==> src/crc24a_byte_stream_generator_defines.svh <==
// assertion macros for the crc-24a byte stream generator
`ifndef CRC24A_BYTE_STREAM_GENERATOR_DEFINES_SVH
`define CRC24A_BYTE_STREAM_GENERATOR_DEFINES_SVH

// property that must hold at every edge out of reset
`define CRC_ASSERT(label, prop, msg) \
  label: assert property (@(posedge clk) disable iff (!rst_n) (prop)) else $error(msg);

// consequence that must hold in the cycle after the antecedent
`define CRC_ASSERT_NEXT(label, ante, cons, msg) \
  label: assert property (@(posedge clk) disable iff (!rst_n) (ante) |=> (cons)) \
    else $error(msg);

`endif

==> src/crc24a_pkg.sv <==
// types, constants and crc functions for the crc-24a byte stream generator
`default_nettype none

package crc24a_pkg;

  localparam int unsigned CRC_W    = 24;
  localparam int unsigned BYTE_W   = 8;
  localparam int unsigned CRC_BYTES = CRC_W / BYTE_W;
  localparam logic [CRC_W-1:0] CRC_POLY = 24'h864CFB;

  typedef struct packed {
    logic [BYTE_W-1:0] msg_byte;
    logic              end_flag;
  } in_beat_t;

  typedef struct packed {
    logic [BYTE_W-1:0] out_byte;
    logic              is_crc;
    logic              last_of_run;
  } out_beat_t;

  // eight serial crc steps, bit 0 of the byte first
  function automatic logic [CRC_W-1:0] crc_byte_update(
    input logic [CRC_W-1:0]  rem,
    input logic [BYTE_W-1:0] data
  );
    logic [CRC_W-1:0] r;
    logic             fb;
    r = rem;
    for (int j = 0; j < BYTE_W; j++) begin
      fb = r[CRC_W-1] ^ data[j];
      r  = {r[CRC_W-2:0], 1'b0};
      if (fb) begin
        r = r ^ CRC_POLY;
      end
    end
    return r;
  endfunction

  // crc byte k bit j holds remainder bit 23-8k-j; byte 0 in the low bits
  function automatic logic [CRC_W-1:0] crc_out_bytes(input logic [CRC_W-1:0] rem);
    logic [CRC_W-1:0] o;
    o = '0;
    for (int k = 0; k < CRC_BYTES; k++) begin
      for (int j = 0; j < BYTE_W; j++) begin
        o[k*BYTE_W + j] = rem[CRC_W-1 - k*BYTE_W - j];
      end
    end
    return o;
  endfunction

endpackage

`default_nettype wire

==> src/crc24a_byte_stream_generator.sv <==
// crc-24a byte stream generator: input skid register, crc update and output burst register
// an accepted beat is held in the skid register, then its result in the burst register
// throughput: one data byte per cycle unless out_stall; an end item yields 3 crc bytes
// the rate is set by the output burst register, which sends one byte per beat
// reset (rst_n low, synchronous) clears the remainder and empties both stages
`default_nettype none

module crc24a_byte_stream_generator
  import crc24a_pkg::*;
(
  input  wire logic      clk,
  input  wire logic      rst_n,
  input  wire logic      in_valid,
  output logic           in_stall,
  input  wire in_beat_t  in_beat,
  output logic           out_valid,
  input  wire logic      out_stall,
  output out_beat_t      out_beat
);

  `include "crc24a_byte_stream_generator_defines.svh"

  localparam int unsigned CNT_W = $clog2(CRC_BYTES + 1);

  logic                 s1_vld_r, s1_vld_nxt;
  logic [BYTE_W-1:0]    s1_byte_r;
  logic                 s1_end_r;
  logic [CNT_W-1:0]     ob_cnt_r, ob_cnt_nxt;
  logic [CRC_W-1:0]     ob_data_r, ob_data_nxt;
  logic                 ob_crc_r, ob_crc_nxt;
  logic [CRC_W-1:0]     rem_r, rem_nxt;

  logic in_fire, out_fire, ob_free, s1_move;

  assign out_valid = (ob_cnt_r != '0);
  assign out_fire  = out_valid & ~out_stall;
  assign ob_free   = (ob_cnt_r == '0) | ((ob_cnt_r == CNT_W'(1)) & out_fire);
  assign s1_move   = s1_vld_r & ob_free;
  assign in_stall  = s1_vld_r & ~s1_move;
  assign in_fire   = in_valid & ~in_stall;

  assign out_beat.out_byte    = ob_data_r[BYTE_W-1:0];
  assign out_beat.is_crc      = ob_crc_r;
  assign out_beat.last_of_run = (ob_cnt_r == CNT_W'(1));

  always_comb begin
    s1_vld_nxt  = in_fire | (s1_vld_r & ~s1_move);
    ob_cnt_nxt  = ob_cnt_r;
    ob_data_nxt = ob_data_r;
    ob_crc_nxt  = ob_crc_r;
    rem_nxt     = rem_r;
    if (s1_move) begin
      if (s1_end_r) begin
        ob_cnt_nxt  = CNT_W'(CRC_BYTES);
        ob_data_nxt = crc_out_bytes(rem_r);
        ob_crc_nxt  = 1'b1;
        rem_nxt     = '0;
      end else begin
        ob_cnt_nxt  = CNT_W'(1);
        ob_data_nxt = {{(CRC_W-BYTE_W){1'b0}}, s1_byte_r};
        ob_crc_nxt  = 1'b0;
        rem_nxt     = crc_byte_update(rem_r, s1_byte_r);
      end
    end else if (out_fire) begin
      ob_cnt_nxt  = ob_cnt_r - CNT_W'(1);
      ob_data_nxt = {{BYTE_W{1'b0}}, ob_data_r[CRC_W-1:BYTE_W]};
    end
  end

  always_ff @(posedge clk) begin
    if (!rst_n) begin
      s1_vld_r <= 1'b0;
      ob_cnt_r <= '0;
      rem_r    <= '0;
    end else begin
      s1_vld_r <= s1_vld_nxt;
      ob_cnt_r <= ob_cnt_nxt;
      rem_r    <= rem_nxt;
    end
  end

  always_ff @(posedge clk) begin
    if (in_fire) begin
      s1_byte_r <= in_beat.msg_byte;
      s1_end_r  <= in_beat.end_flag;
    end
    ob_data_r <= ob_data_nxt;
    ob_crc_r  <= ob_crc_nxt;
  end

  `CRC_ASSERT(a_stall_has_item, !in_stall || s1_vld_r, "stall without a held beat")
  `CRC_ASSERT_NEXT(a_crc_burst_whole, out_valid && out_beat.is_crc && !out_beat.last_of_run,
    out_valid && out_beat.is_crc, "crc burst broken")
  `CRC_ASSERT_NEXT(a_rem_cleared, s1_move && s1_end_r, rem_r == '0, "remainder not cleared")
  `CRC_ASSERT_NEXT(a_data_single, s1_move && !s1_end_r,
    out_valid && !out_beat.is_crc && out_beat.last_of_run, "data beat not single")

endmodule

`default_nettype wire
==> config.mk <==
export PLATFORM = sky130hd
export DESIGN_NAME = crc24a_byte_stream_generator
export DESIGN_NICKNAME = d
export VERILOG_FILES = /design/src/crc24a_pkg.sv /design/src/crc24a_byte_stream_generator.sv
export VERILOG_INCLUDE_DIRS = /design/src /design/src/src
export SDC_FILE = /design/constraint.sdc
export NUM_CORES = 1
export LEC_CHECK = 0
export BUFFER_PORTS_ARGS = -buffer_cell sky130_fd_sc_hd__buf_2
export CAP_MARGIN = 15
export CORE_ASPECT_RATIO = 0.75
export CORE_MARGIN = 5
export CORE_UTILIZATION = 35
export CTS_CLUSTER_DIAMETER = 120
export DETAILED_ROUTE_END_ITERATION = 10
export PLACE_DENSITY = 0.6
export SLEW_MARGIN = 20
export SYNTH_ARGS = -nofsm -noshare
export SYNTH_HDL_FRONTEND = slang
export SYNTH_SLANG_ARGS = --single-unit
export TNS_END_PERCENT = 1
==> constraint.sdc <==
create_clock -name clk -period 2.8 [get_ports clk]
set_input_delay 0.28 -clock clk [delete_from_list [all_inputs] [get_ports clk]]
set_output_delay 0.28 -clock clk [all_outputs]
set_load 0.005 [all_outputs]
; ---- Word level (Yosys, flattened, before mapping)
; Index checks and enable logic that the tools add are counted.
; W data, S select, Z words.
[op_classes]
addsub = 1
mul = 0
div = 0
magnitude_cmp = 0
eq_ne = 1
n_shift = 0
mux = 30
bitwise = 26
n_reduce_logical = 3
[ops]
columns = cell, count
row1 = $mux W24, 26
row2 = $not A13 Y13, 8
row3 = $xor A1 B1 Y1, 8
row4 = $mux W2, 3
row5 = $and A1 B1 Y1, 5
row6 = $reduce_bool A2 Y1, 2
row7 = $not A1 Y1, 3
row8 = $eq A2 B1 Y1 const B, 1
row9 = $logic_not A2 Y1, 1
row10 = $or A1 B1 Y1, 2
row11 = $sub A2 B1 Y2 const B, 1
row12 = $mux W1, 1
[totals]
register_bits = 61
latchBits = 0
ram_bits = 0
rom_bits = 0
inputBits = 13
output_inout_bits = 12
wordCells = 68
mem_count = 0

; ---- Depth between registers and ports, before layout
; Gate-level depths: netlist of run 1.
[logic_depth]
ltp_word = 33
ltp_mapped = 8
mapped_depth_nobuf = 7

; ---- Least setup slack after synthesis of run 1
; No wires, ideal clock.
[synth_timing]
path_kind = reg-to-reg
from = register ob_cnt_r[1]
to = register ob_data_r[0] (enable)
setup_ns = 0.561
arrival_time_ns = 2.415
required_ns = 2.239
setup_slack_ns = -0.176
path_stages_with_launch = 8
path_buffers = 2
synth_period_minus_slack_ns = 2.976
cell_sequence = dfxtp_1 > inv_1 > ha_1 > nor2b_1 > o21ai_1 > clkbuf_1 > clkbuf_1 > o21ai_0
[synth_lines]
columns = item, line
row1 = "start, declared", crc24a_byte_stream_generator.sv:28  ; logic [CNT_W-1:0] ob_cnt_r, ob_cnt_nxt;
row2 = "start signal, assigned", crc24a_byte_stream_generator.sv:77  ; ob_cnt_r <= ob_cnt_nxt;
row3 = "end signal, assigned", crc24a_byte_stream_generator.sv:87  ; ob_data_r <= ob_data_nxt;
row4 = "end, declared", crc24a_byte_stream_generator.sv:29  ; logic [CRC_W-1:0] ob_data_r, ob_data_nxt;

; ---- Worst setup path after layout of run 1
[layout_timing]
from = register s1_byte_r[5]
to = register rem_r[5]
[layout_between]
elab_chain_cells = 11
elab_cells_between_ends = 13
cone_classes = mux (8) / bitwise (5)
[layout_lines]
columns = item, line
row1 = "start, declared", crc24a_byte_stream_generator.sv:26  ; logic [BYTE_W-1:0] s1_byte_r;
row2 = "start signal, assigned", crc24a_byte_stream_generator.sv:84  ; s1_byte_r <= in_beat.msg_byte;
row3 = $xor A1 B1 Y1 (*), crc24a_pkg.sv:31  ; fb = r[CRC_W-1] ^ data[j];
row4 = $mux W24 (*), crc24a_pkg.sv:33  ; if (fb) begin
row5 = $mux W24 (*), crc24a_byte_stream_generator.sv:53  ; if (s1_end_r) begin
row6 = $mux W24 (*), crc24a_byte_stream_generator.sv:52  ; if (s1_move) begin
row7 = $xor A1 B1 Y1 / $not A13 Y13 (equally long branches), n/a
row8 = $mux W24 (*), crc24a_pkg.sv:33
row9 = $mux W24 (*), crc24a_byte_stream_generator.sv:53
row10 = $mux W24 (*), crc24a_byte_stream_generator.sv:52
row11 = $xor A1 B1 Y1 / $not A13 Y13 (equally long branches), n/a
row12 = $mux W24 (*), crc24a_pkg.sv:33
row13 = $mux W24 (*), crc24a_byte_stream_generator.sv:53
row14 = "end signal, assigned", crc24a_byte_stream_generator.sv:78  ; rem_r <= rem_nxt;
row15 = "end, declared", crc24a_byte_stream_generator.sv:31  ; logic [CRC_W-1:0] rem_r, rem_nxt;
; Every way passes the cells marked *; elsewhere a longest branch is shown, timed or not. The select of a mux whose other input is x is not followed.
; A chain may end at the register's enable or synchronous reset.

==> reports/qor.yml, run 1 <==
timing:
  tightest_slew_ns: 0.6382
  period_minus_slack_ns: 2.114
  finalHoldViolCount: 0
  skew_ns: 0.004153
  max_freq_mhz: 473.0
  setup_tns_ns: 0
  hold_ws_ns: 0.1240
  finalCritPeriodShare_pct: 75.50
  setup_ws_ns: 0.6860
  slew_headroom_pct: 57.30
  final_max_slew_viol_count: 0
  setup_viol: 0
  rsz0062_at_grt: "no"
global_route:
  use_met3_pct: 4.783
  grt_max_degree: 53
  grt_overflow_total: 0
  gr-usage-met1_pct: 17.99
  gr-usage-all-layers_pct: 12.07
  met2_usage_pct: 15.92
  antenna_found_initial: 0
  grt_pass1_vias: 1909
  grt_pass1_wl_um: 10120
  grt_most_used_layer: "met1"
logic_synthesis:
  ys_seq_area_share_pct: 50.63
  synth_warnings: 0
  yosysTopAreaCellShare_pct: 33.10
  syn_inst: 266
  ys_ff_latch: 61
  synthArstFlopShare_pct: 0
  synthTopCellsByArea: "edfxtp_1, dfxtp_1, xnor2_1"
  ys_types: 29
  synth_edf_count: 34
  synth_fp_nets: 281
  ys.flop_type: "edfxtp_1"
  avgSynthCellArea_um2: 11.59
  syn_area_um2: 3084
  synth_largest_area_cell: "edfxtp_1"
outcome:
  status: "finished, final reports clean"
clocking:
  hold_buffers: 0
  h-tree-depth: 3
  cts_tree: "built"
  root_buffer: "clkbuf_16"
  clk_pin_slew_ns: 0.05
  cts.sinks: 61
  cts.path.max_buffers: 2
  clock_latency_ns: 0.33
  cts-buffers-inserted: 9
  post_cts_buffers: 0
  cts_resized: 0
cells_and_area:
  nets: 301
  areaGrowthSynthToFinish_pct: 16.67
  drive_gt1_share_pct: 21.31
  antenna_cells: 0
  final_common_cell: "nand2_1"
  final_cell_mix: "nand2_1, edfxtp_1, dfxtp_1"
  post-route-util_pct: 42.20
  fin_area_um2: 3598
worst_setup_path:
  crit_family: "XOR/XNOR gates"
  crit_start: "s1_byte_r[5]"
  end_kind: "register"
  startpoint_type: "register"
  r2r_slack_ns: 0.69
  worstPathRequired_ns: 3.00
  cp_slowest_cell: "xnor3_2"
  rr_startpoint: "s1_byte_r[5]"
  critPathMaxFanout: 6
  r2r_end: "rem_r[5]"
  path_depth: 5
  worst-r2r-cell-count: 5
  endpoint: "rem_r[5]"
  crit_chain: "xnor2_2 > xnor3_2 > xnor2_4 > xnor2_1 > o21ai_1"
  critPathArrivalTime_ns: 2.31
  path_buf_inv: 0
  critical_path_class: "reg -> reg"
  max_stage_delay_ns: 0.56
power_and_ir_drop:
  p_per_area_nw_per_um2: 967.3
  p_leak_nw: 1.395
  ir_worst_vdd_mv: 0.3313
drt:
  wl_per_cell_um: 15.08
  drc_errors: 0
  drt_iter0_markers: 112
  drt-total-wl_um: 6016
  vias_per_cell: 4.667
  vias: 1862
  ant_nets: 0
  firstDrtPassIters: 4
die:
  die_y_um: 91.30
  coreArea_um2: 8527
  die_x_um: 118.4
  rows: 29
  start_util_pct: 36.17
  dieArea_um2: 10810
  ios: 25
worst_hold_path:
  hold_class: "in -> reg"
placement:
  dp_hpwl_um: 4225
  place_area_um2: 3283
  gp_congestion: 0.7792
  place_ws_ns: 0.6812
  port-buffer-count: 24
run:
  drv_cap: 0
## stage by stage
stage | instances | power [mW]
after floorplan | 266 | 2.143
after global placement | 383 | 2.334
after detailed placement | 383 | 2.342
after CTS | 399 | 3.522
after global routing | 399 | 3.691
final | 399 | 3.481
## logic make-up (layout without fill, tap and decap cells)
kind of cell | count (synthesis) | after routing | synth area share, %
AND/OR/NAND/NOR | 67 | 67 | 10.30
XOR/XNOR | 58 | 58 | 22.80
multiplexers | 8 | 8 | 2.596
AO/OA/AOI/OAI | 46 | 46 | 8.844
flip-flops | 61 | 61 | 50.63
adder cells (fa/ha/maj) | 2 | 2 | 0.8112
buffers and inverters | 24 | 49 | 4.016
## layout make-up
type	count	area [µm²]
Inverter	4	15.01
Tap cell	108	135.1
Clock inverter	6	86.33
Timing Repair Buffer	29	157.7
Fill cell	791	4928
Clock buffer	10	229.0
Sequential cell	61	1562
Multi-Input combinational cell	181	1414
## registers in the layout (all words and copies together), names as in the netlist
name and flops:
ob_data_r 24, s1_vld_r 1, rem_r 24, ob_cnt_r 2
ob_crc_r 1, s1_end_r 1, s1_byte_r 8
## worst min path at each step
stage                           from           end  slack (ns)  cells past startpoint
after global placement    in_beat[1]  s1_byte_r[0]        0.46                      1
after global routing      in_beat[5]  s1_byte_r[4]        0.11                      1
after floorplan           in_beat[1]  s1_byte_r[0]        0.38                      0
after detailed placement  in_beat[1]  s1_byte_r[0]        0.46                      1
final                     in_beat[2]  s1_byte_r[1]        0.12                      1
after CTS                 in_beat[1]  s1_byte_r[0]        0.11                      1
## metal layers
layer	vias to the layer above	routed length (µm)
met5	-	0
met4	0	25
met3	2	282
met2	35	2454
met1	879	3254
li1	946	-
## Yosys cell counts (2+ instances only)
library cell / count
nand2_1: 37
edfxtp_1: 34
dfxtp_1: 27
xnor2_1: 26
o21ai_1: 20
nor2b_1: 16
xor2_1: 14
a22oi_1: 13
clkbuf_1: 10
buf_4: 9
xnor2_2: 9
and3_1: 8
mux2i_1: 8
o21ai_0: 8
inv_1: 3
nor2_1: 3
xnor2_4: 3
xnor3_1: 3
a21boi_1: 2
and2_1: 2
ha_1: 2
xor2_2: 2
## report_power, final
part	internal (mW)	leakage, nW	total (mW)	switching, mW
logic	0.522	0.692	1.07	0.551
registers	1.15	0.550	1.25	0.0983
clock network	0.778	0.153	1.16	0.384
total	2.45	1.39	3.48	1.03
(Power assumes the default switching activity.)
==> inputs of run 2 (changes only) <==
Settings changed: ABC_AREA set to 1.
Clock period 2.8 ns to 1.9 ns, I/O delays scaled along.
==> run 2 against run 1 <==
  * Synthesized cell count up 40%
  * Final area up 14%
  * First-iteration DRC count up 72%
  * Sequential power up 58%
  * Combinational power up 140%
  * Wire length up 32%
==> reports/qor.yml, run 2 <==
outcome:
  status: "finished, final reports clean"  # unchanged
clocking:
  cts-buffers-inserted: 9  # unchanged
  cts.path.max_buffers: 2  # unchanged
  cts_tree: "built"  # unchanged
  clk_pin_slew_ns: 0.05  # about the same
  root_buffer: "clkbuf_16"  # unchanged
  h-tree-depth: 3  # unchanged
  cts.sinks: 61  # unchanged
  clock_latency_ns: 0.33  # about the same
  hold_buffers: 0  # unchanged
worst_setup_path:
  crit_chain: "inv_2 > nand2_2 > nand2_4 > nand2_4 > nand2_4 > nand2_4 > nand3_4 > nand2_4 > nand2_4 > nand2_4 > nand2_4 > nand2_4 > nand2_4 > nand2_4 > nand2_2 > nand3_2 > a21oi_1"  # was xnor2_2 > xnor3_2 > xnor2_4 > xnor2_1 > o21ai_1
  end_kind: "register"  # unchanged
  worst_path_most_repeated_cell: "nand2_4"
  max_stage_delay_ns: 0.42  # was 0.56 ns
  r2r_end: "rem_r[10]"  # was rem_r[5]
  rr_startpoint: "s1_byte_r[1]"  # was s1_byte_r[5]
  worstPathRequired_ns: 2.16  # was 3.00 ns
  crit_family: "simple AND/OR/NAND/NOR gates"  # was XOR/XNOR gates
  path_buf_inv: 1  # was 0
  crit_start: "s1_byte_r[1]"  # was s1_byte_r[5]
  critical_path_class: "reg -> reg"  # unchanged
  startpoint_type: "register"  # unchanged
  r2r_slack_ns: 0.004  # was 0.69 ns
  critPathArrivalTime_ns: 2.15  # was 2.31 ns
  critPathMaxFanout: 7  # was 6
  cp_slowest_cell: "edfxtp_1"  # was xnor3_2
  worst-r2r-cell-count: 17  # was 5
timing:
  setup_ws_ns: 0.003809  # was 0.6860 ns
  final_max_slew_viol_count: 0  # unchanged
  rsz0062_at_grt: "yes"  # was no
  max_freq_mhz: 527.4  # was 473.0 MHz
  setup_viol: 0  # unchanged
  tightest_slew_ns: 0.5735  # was 0.6382 ns
  finalCritPeriodShare_pct: 99.80  # was 75.50%
  skew_ns: 0.008748  # was 0.004153 ns
  finalHoldViolCount: 0  # unchanged
  period_minus_slack_ns: 1.896  # was 2.114 ns
  setup_tns_ns: 0  # unchanged
  slew_headroom_pct: 61.73  # was 57.30%
worst_hold_path:
  hold_end: "s1_byte_r[7]"  # was s1_byte_r[1]
  min_from: "in_beat[8]"  # was in_beat[2]
  hold_class: "in -> reg"  # unchanged
  hold_depth: 1  # unchanged
logic_synthesis:
  avgSynthCellArea_um2: 8.839  # was 11.59 µm²
  ys.flop_type: "edfxtp_1"  # unchanged
  ys_ff_latch: 61  # unchanged
  synth_fp_nets: 387  # was 281
  ys_seq_area_share_pct: 47.49  # was 50.63%
  syn_area_um2: 3288  # was 3084 µm²
  ys_types: 30  # was 29
  synth_largest_area_cell: "edfxtp_1"  # unchanged
  syn_inst: 372  # was 266
  yosysTopAreaCellShare_pct: 31.05  # was 33.10%
  synthArstFlopShare_pct: 0  # unchanged
  synthTopCellsByCount: "nand2_1, inv_1, edfxtp_1"  # was nand2_1, edfxtp_1, dfxtp_1
  synth_edf_count: 34  # unchanged
  synth_warnings: 0  # unchanged
  synth.most_common_cell: "nand2_1"  # unchanged
  synthTopCellsByArea: "edfxtp_1, dfxtp_1, nand2_1"  # was edfxtp_1, dfxtp_1, xnor2_1
die:
  ios: 25  # unchanged
  dieArea_um2: 11450  # was 10810 µm²
  rows: 30  # was 29
  start_util_pct: 36.05  # was 36.17%
  die_x_um: 121.9  # was 118.4 µm
  die_y_um: 93.94  # was 91.30 µm
  coreArea_um2: 9121  # was 8527 µm²
global_route:
  grt_pass1_vias: 2505  # was 1909
  gr-usage-all-layers_pct: 15.16  # was 12.07%
  grt_overflow_total: 0  # unchanged
  antenna_found_initial: 0  # unchanged
  grt_max_degree: 26  # was 53
  grt_pass1_wl_um: 12920  # was 10120 µm
cells_and_area:
  antenna_cells: 0  # unchanged
  top_regs: "ob_data_r: 24 flops, rem_r: 24 flops, s1_byte_r: 8 flops"  # unchanged
  final_cells: 553  # was 399
  final_cell_mix: "nand2_1, inv_1, edfxtp_1"  # was nand2_1, edfxtp_1, dfxtp_1
  final_common_cell: "nand2_1"  # unchanged
  drive_gt1_share_pct: 27.76  # was 21.31%
  fin_area_um2: 4113  # was 3598 µm²
  areaGrowthSynthToFinish_pct: 25.08  # was 16.67%
  nets: 435  # was 301
placement:
  dp_cells: 533  # was 383
  place_area_um2: 3675  # was 3283 µm²
  dp_hpwl_um: 5819  # was 4225 µm
  gp_congestion: 0.9095  # was 0.7792
  place_ws_ns: -0.07605  # was 0.6812 ns
  port-buffer-count: 24  # unchanged
drt:
  vias_per_cell: 4.559  # was 4.667
  firstDrtPassIters: 5  # was 4
  drt_iter0_markers: 193  # was 112
  ant_nets: 0  # unchanged
  wl_per_cell_um: 14.31  # was 15.08 µm
  drt-total-wl_um: 7915  # was 6016 µm
  vias: 2521  # was 1862
  drc_errors: 0  # unchanged
power_and_ir_drop:
  p_per_area_nw_per_um2: 1467  # was 967.3 nW/µm²
  ir_worst_vdd_mv: 0.6767  # was 0.3313 mV
  p_leak_nw: 1.729  # was 1.395 nW
run:
  drv_cap: 0  # unchanged
run 2: cell count changes after synthesis, sizes merged, moves of 16 or more:
cell,previous run,this run
nor2,3,22
nor2b,16,0
nand3,0,26
xnor2,38,6
inv,4,51
nand2,37,100
a21oi,1,27
run 2: layer usage:
metal	GRT usage, %	share of wire, %	wire (µm)	up-vias
met1	20.81	49	3849	1165
met3	5.719	5.6	445	6
met4	4.104	0.75	59	0
met2	22.33	45	3561	54
met5	0	0	0	-
li1	-	-	-	1296
run 2: worst register-to-register path, cell delays in order (launching register included):
cell	delay (ns)
edfxtp_1	0.42
inv_2	0.11
nand2_2	0.06
nand2_4	0.09
nand2_4	0.07
nand2_4	0.11
nand2_4	0.06
nand3_4	0.10
nand2_4	0.07
nand2_4	0.08
nand2_4	0.06
nand2_4	0.08
nand2_4	0.08
nand2_4	0.11
nand2_4	0.08
nand2_2	0.06
nand3_2	0.05
a21oi_1	0.15
run 2: how the worst max path moves through the flow:
stage                    to  cells past startpoint  slack, ns
6_report          rem_r[10]                     17      0.004
5_1_grt           rem_r[23]                     17      -0.12
4_1_cts        ob_data_r[1]                      8      0.002
3_5_place_dp      rem_r[10]                     14      -0.08
3_3_place_gp      rem_r[10]                     14    -0.0004
2_1_floorplan   ob_cnt_r[1]                     11       0.01
run 2: stage by stage:
stage,total power [mW],util [%],hold slack [ns]
final,6.033,45.09,0.03372
after CTS,5.904,43.55,0.01789
after global routing,6.441,45.09,0.02103
after detailed placement,4.298,40.29,0.3687
after floorplan,3.616,-,0.2876
after global placement,4.264,40.29,0.3689
run 2: report_power, final:
group / switching, mW / internal [mW] / leakage, nW
clock network: 0.547 / 0.999 / 0.143
registers: 0.134 / 1.84 / 0.551
logic: 1.50 / 1.02 / 1.03
run 2: layout make-up:
| class | count | area (µm²) |
|---|---|---|
| clock buffer | 10 | 229.0 |
| clock inverter | 6 | 53.80 |
| fill | 898 | 5009 |
| inverter | 51 | 191.4 |
| multi-input combinational | 241 | 1518 |
| sequential | 61 | 1564 |
| tap | 128 | 160.2 |
| timing repair buffer | 56 | 396.6 |
run 2: what timing repair did:
action | in CTS | in global routing
buffers inserted | 0 | 4
gates resized for setup | 3 | 28
pin swaps | 0 | 16
endpoints found under the setup margin | 5 | 62
run 2: cell families (layout without fill, tap and decap cells):
logic type	after synthesis	count (layout)	share of synthesized area (%)
AO/OA/AOI/OAI	52	52	9.094
XOR/XNOR	36	36	10.62
adder cells (fa/ha/maj)	2	2	0.7609
buffers and inverters	70	123	9.855
flip-flops	61	61	47.49
AND/OR/NAND/NOR	151	151	22.18
==> inputs of run 3 (changes only) <==
--- a/config.mk
+++ b/config.mk
@@ -13,6 +13,6 @@
 export CORE_MARGIN = 5
-export CORE_UTILIZATION = 35
+export CORE_UTILIZATION = 31
 export CTS_CLUSTER_DIAMETER = 120
 export DETAILED_ROUTE_END_ITERATION = 10
-export PLACE_DENSITY = 0.6
+export PLACE_DENSITY = 0.55
 export SLEW_MARGIN = 20
==> constraint.sdc (replaced) <==
create_clock -name clk -period 1.6 [get_ports clk]
set_input_delay 0.4 -clock clk [delete_from_list [all_inputs] [get_ports clk]]
set_output_delay 0.4 -clock clk [all_outputs]
set_load 0.005 [all_outputs]
==> run 3 against run 2 <==
  * Clock skew is 0.0022 ns lower
  * Utilization decreased by 0.47 points
  * Cell count increased by 7.8%
  * First-iteration DRC count fell by 47%
  * The flow now finishes with violations (setup timing)
  * Clock power is 31% higher
  * Critical path type unchanged
  * Largest cell class is now multi-input gates
==> reports/qor.yml, run 3 (synthesized netlist as in run 2, its figures left out) <==
outcome:
  status: "complete, but fails checks"  # was finished, final reports clean
  failed_checks: "setup timing"
drt:
  drt-total-wl_um: 8575  # was 7915 µm
  ant_nets: 0  # unchanged
  wl_per_cell_um: 14.39  # was 14.31 µm
  vias_per_cell: 4.534  # was 4.559
  vias: 2702  # was 2521
  drc_errors: 0  # unchanged
  firstDrtPassIters: 4  # was 5
  drt_iter0_markers: 102  # was 193
cells_and_area:
  fillers: 1000  # was 898
  areaGrowthSynthToFinish_pct: 40.18  # was 25.08%
  multiInputGateArea_um2: 1665  # was 1518 µm²
  nets: 470  # was 435
  fin_area_um2: 4609  # was 4113 µm²
  final_cell_mix: "nand2_1, buf_4, inv_1"  # was nand2_1, inv_1, edfxtp_1
  antenna_cells: 0  # unchanged
  drive_gt1_share_pct: 40.00  # was 27.76%
  seq_area_um2: 1565  # was 1564 µm²
  top_regs: "ob_data_r: 24 flops, rem_r: 24 flops, s1_byte_r: 8 flops"  # unchanged
  final_common_cell: "nand2_1"  # unchanged
die:
  die_y_um: 99.19  # was 93.94 µm
  coreArea_um2: 10330  # was 9121 µm²
  start_util_pct: 31.83  # was 36.05%
  die_x_um: 128.9  # was 121.9 µm
  dieArea_um2: 12790  # was 11450 µm²
  ios: 25  # unchanged
  rows: 32  # was 30
timing:
  setup_viol: 23  # was 0
  setup_ws_ns: -0.3391  # was 0.003809 ns
  max_freq_mhz: 515.7  # was 527.4 MHz
  final_max_slew_viol_count: 0  # unchanged
  skew_ns: 0.006506  # was 0.008748 ns
  tightest_slew_ns: 0.4752  # was 0.5735 ns
  slew_headroom_pct: 68.09  # was 61.73%
  finalCritPeriodShare_pct: 121.2  # was 99.80%
  period_minus_slack_ns: 1.939  # was 1.896 ns
  setup_tns_ns: -4.275  # was 0 ns
  rsz0062_at_grt: "yes"  # unchanged
  finalHoldViolCount: 0  # unchanged
clocking:
  clk_pin_slew_ns: 0.05  # about the same
  root_buffer: "clkbuf_16"  # unchanged
  h-tree-depth: 3  # unchanged
  cts-buffers-inserted: 9  # unchanged
  clock_latency_ns: 0.33  # about the same
  cts_tree: "built"  # unchanged
  cts.sinks: 61  # unchanged
  cts.path.max_buffers: 2  # unchanged
global_route:
  antenna_found_initial: 0  # unchanged
  gr-usage-met1_pct: 19.04  # was 20.81%
  gr-usage-all-layers_pct: 14.69  # was 15.16%
  use_met3_pct: 4.187  # was 5.719%
  met2_usage_pct: 23.53  # was 22.33%
  grt_pass1_vias: 2902  # was 2505
  grt_max_degree: 25  # was 26
  grt_pass1_wl_um: 14360  # was 12920 µm
  grt_overflow_total: 0  # unchanged
  grt_most_used_layer: "met2"  # unchanged
worst_setup_path:
  startpoint_type: "register"  # unchanged
  critPathMaxFanout: 7  # unchanged
  end_kind: "register"  # unchanged
  worstPathRequired_ns: 1.81  # was 2.16 ns
  critPathArrivalTime_ns: 2.15  # about the same
  critical_path_class: "reg -> reg"  # unchanged
  worst-r2r-cell-count: 16  # was 17
power_and_ir_drop:
  p_leak_nw: 1.926  # was 1.729 nW
  ir_worst_vdd_mv: 0.9919  # was 0.6767 mV
  p_per_area_nw_per_um2: 1764  # was 1467 nW/µm²
  power_frac_seq_pct: 28.8  # was 32.6%
  internal_power_mw: 5.183  # was 3.854 mW
  power_switching_mw: 2.950  # was 2.179 mW
  switching_share_pct: 36.27  # was 36.12%
  p_clk_share_pct: 25.0  # was 25.6%
  combPwrFrac_pct: 46.2  # was 41.7%
placement:
  place_area_um2: 3985  # was 3675 µm²
  gp_congestion: 0.8969  # was 0.9095
  dp_hpwl_um: 6098  # was 5819 µm
  port-buffer-count: 24  # unchanged
  place_ws_ns: -0.3509  # was -0.07605 ns
worst_hold_path:
  hold_class: "in -> reg"  # unchanged
  hold_depth: 1  # unchanged
run:
  drv_cap: 0  # unchanged
## run 3: changes by cell type in the layout (fill, tap and decap cells not counted), moves of 5 or more
cell / change
xor2_2: +5
buf_4: +30
xor2_1: -6
inv_2: +6
nand3_1: -5
o21ai_0: -6
nand3_2: +5
nand2_2: +8
nand2_4: -6
inv_1: -6
nand2_1: -5
o21ai_1: +6
## run 3: metal layers
layer / vias to the layer above / wire, µm
met5: - / 0
met4: 0 / 154
met3: 13 / 336
met2: 48 / 4035
met1: 1284 / 4048
li1: 1357 / -
## run 3: layout make-up
type / count / area share (%)
Clock buffer: 11 / 5.049
Timing Repair Buffer: 91 / 15.36
Multi-Input combinational cell: 241 / 36.13
Tap cell: 136 / 3.692
Sequential cell: 61 / 33.96
Inverter: 51 / 4.153
Clock inverter: 5 / 1.656
## run 3: worst paths after layout
kind | startpoint | to | slack, ns
hold reg to reg | rem_r[1] | rem_r[1] | 0.47
setup reg to reg | s1_byte_r[1] | rem_r[3] | -0.34
setup / recovery | s1_byte_r[1] | rem_r[3] | -0.34
hold / removal | in_beat[8] | s1_byte_r[7] | 0.25
## run 3: worst max-delay path, cell delays in order, from the launching register on
cell      delay [ns]
edfxtp_1        0.42
inv_2           0.10
nand2_2         0.05
nand2_2         0.09
nand2_4         0.07
nand2_4         0.10
nand2_4         0.05
nand3_4         0.10
nand2_4         0.07
nand2_4         0.08
nand2_4         0.06
nand2_4         0.10
nand3_4         0.18
nand2_8         0.16
nand2_2         0.06
nand3_2         0.07
a21oi_2         0.05
## run 3: power by group through the flow
stage	logic [mW]	clock network (mW)	registers, mW
finish	3.76	2.03	2.34
global route	4.12	2.16	2.40
CTS	3.52	2.08	2.34
detailed placement	3.16	0	2.37
global placement	3.10	0	2.36
floorplan	1.99	0	2.33
## run 3: metrics by stage
stage	power, mW	hold slack, ns	utilization, %	cells
floorplan	4.322	0.4427	-	372
finish	8.133	0.2474	44.62	596
detailed placement	5.531	0.4613	38.58	574
global route	8.673	0.2381	44.62	596
global placement	5.453	0.4521	38.58	574
CTS	7.947	0.2336	43.33	594
## run 3: what timing repair did
item / CTS / global route
endpoints found under the setup margin: 75 / 70
buffers inserted: 4 / 2
hold buffers: 0 / 0
resized for setup: 39 / 32
pin swaps: 15 / 15
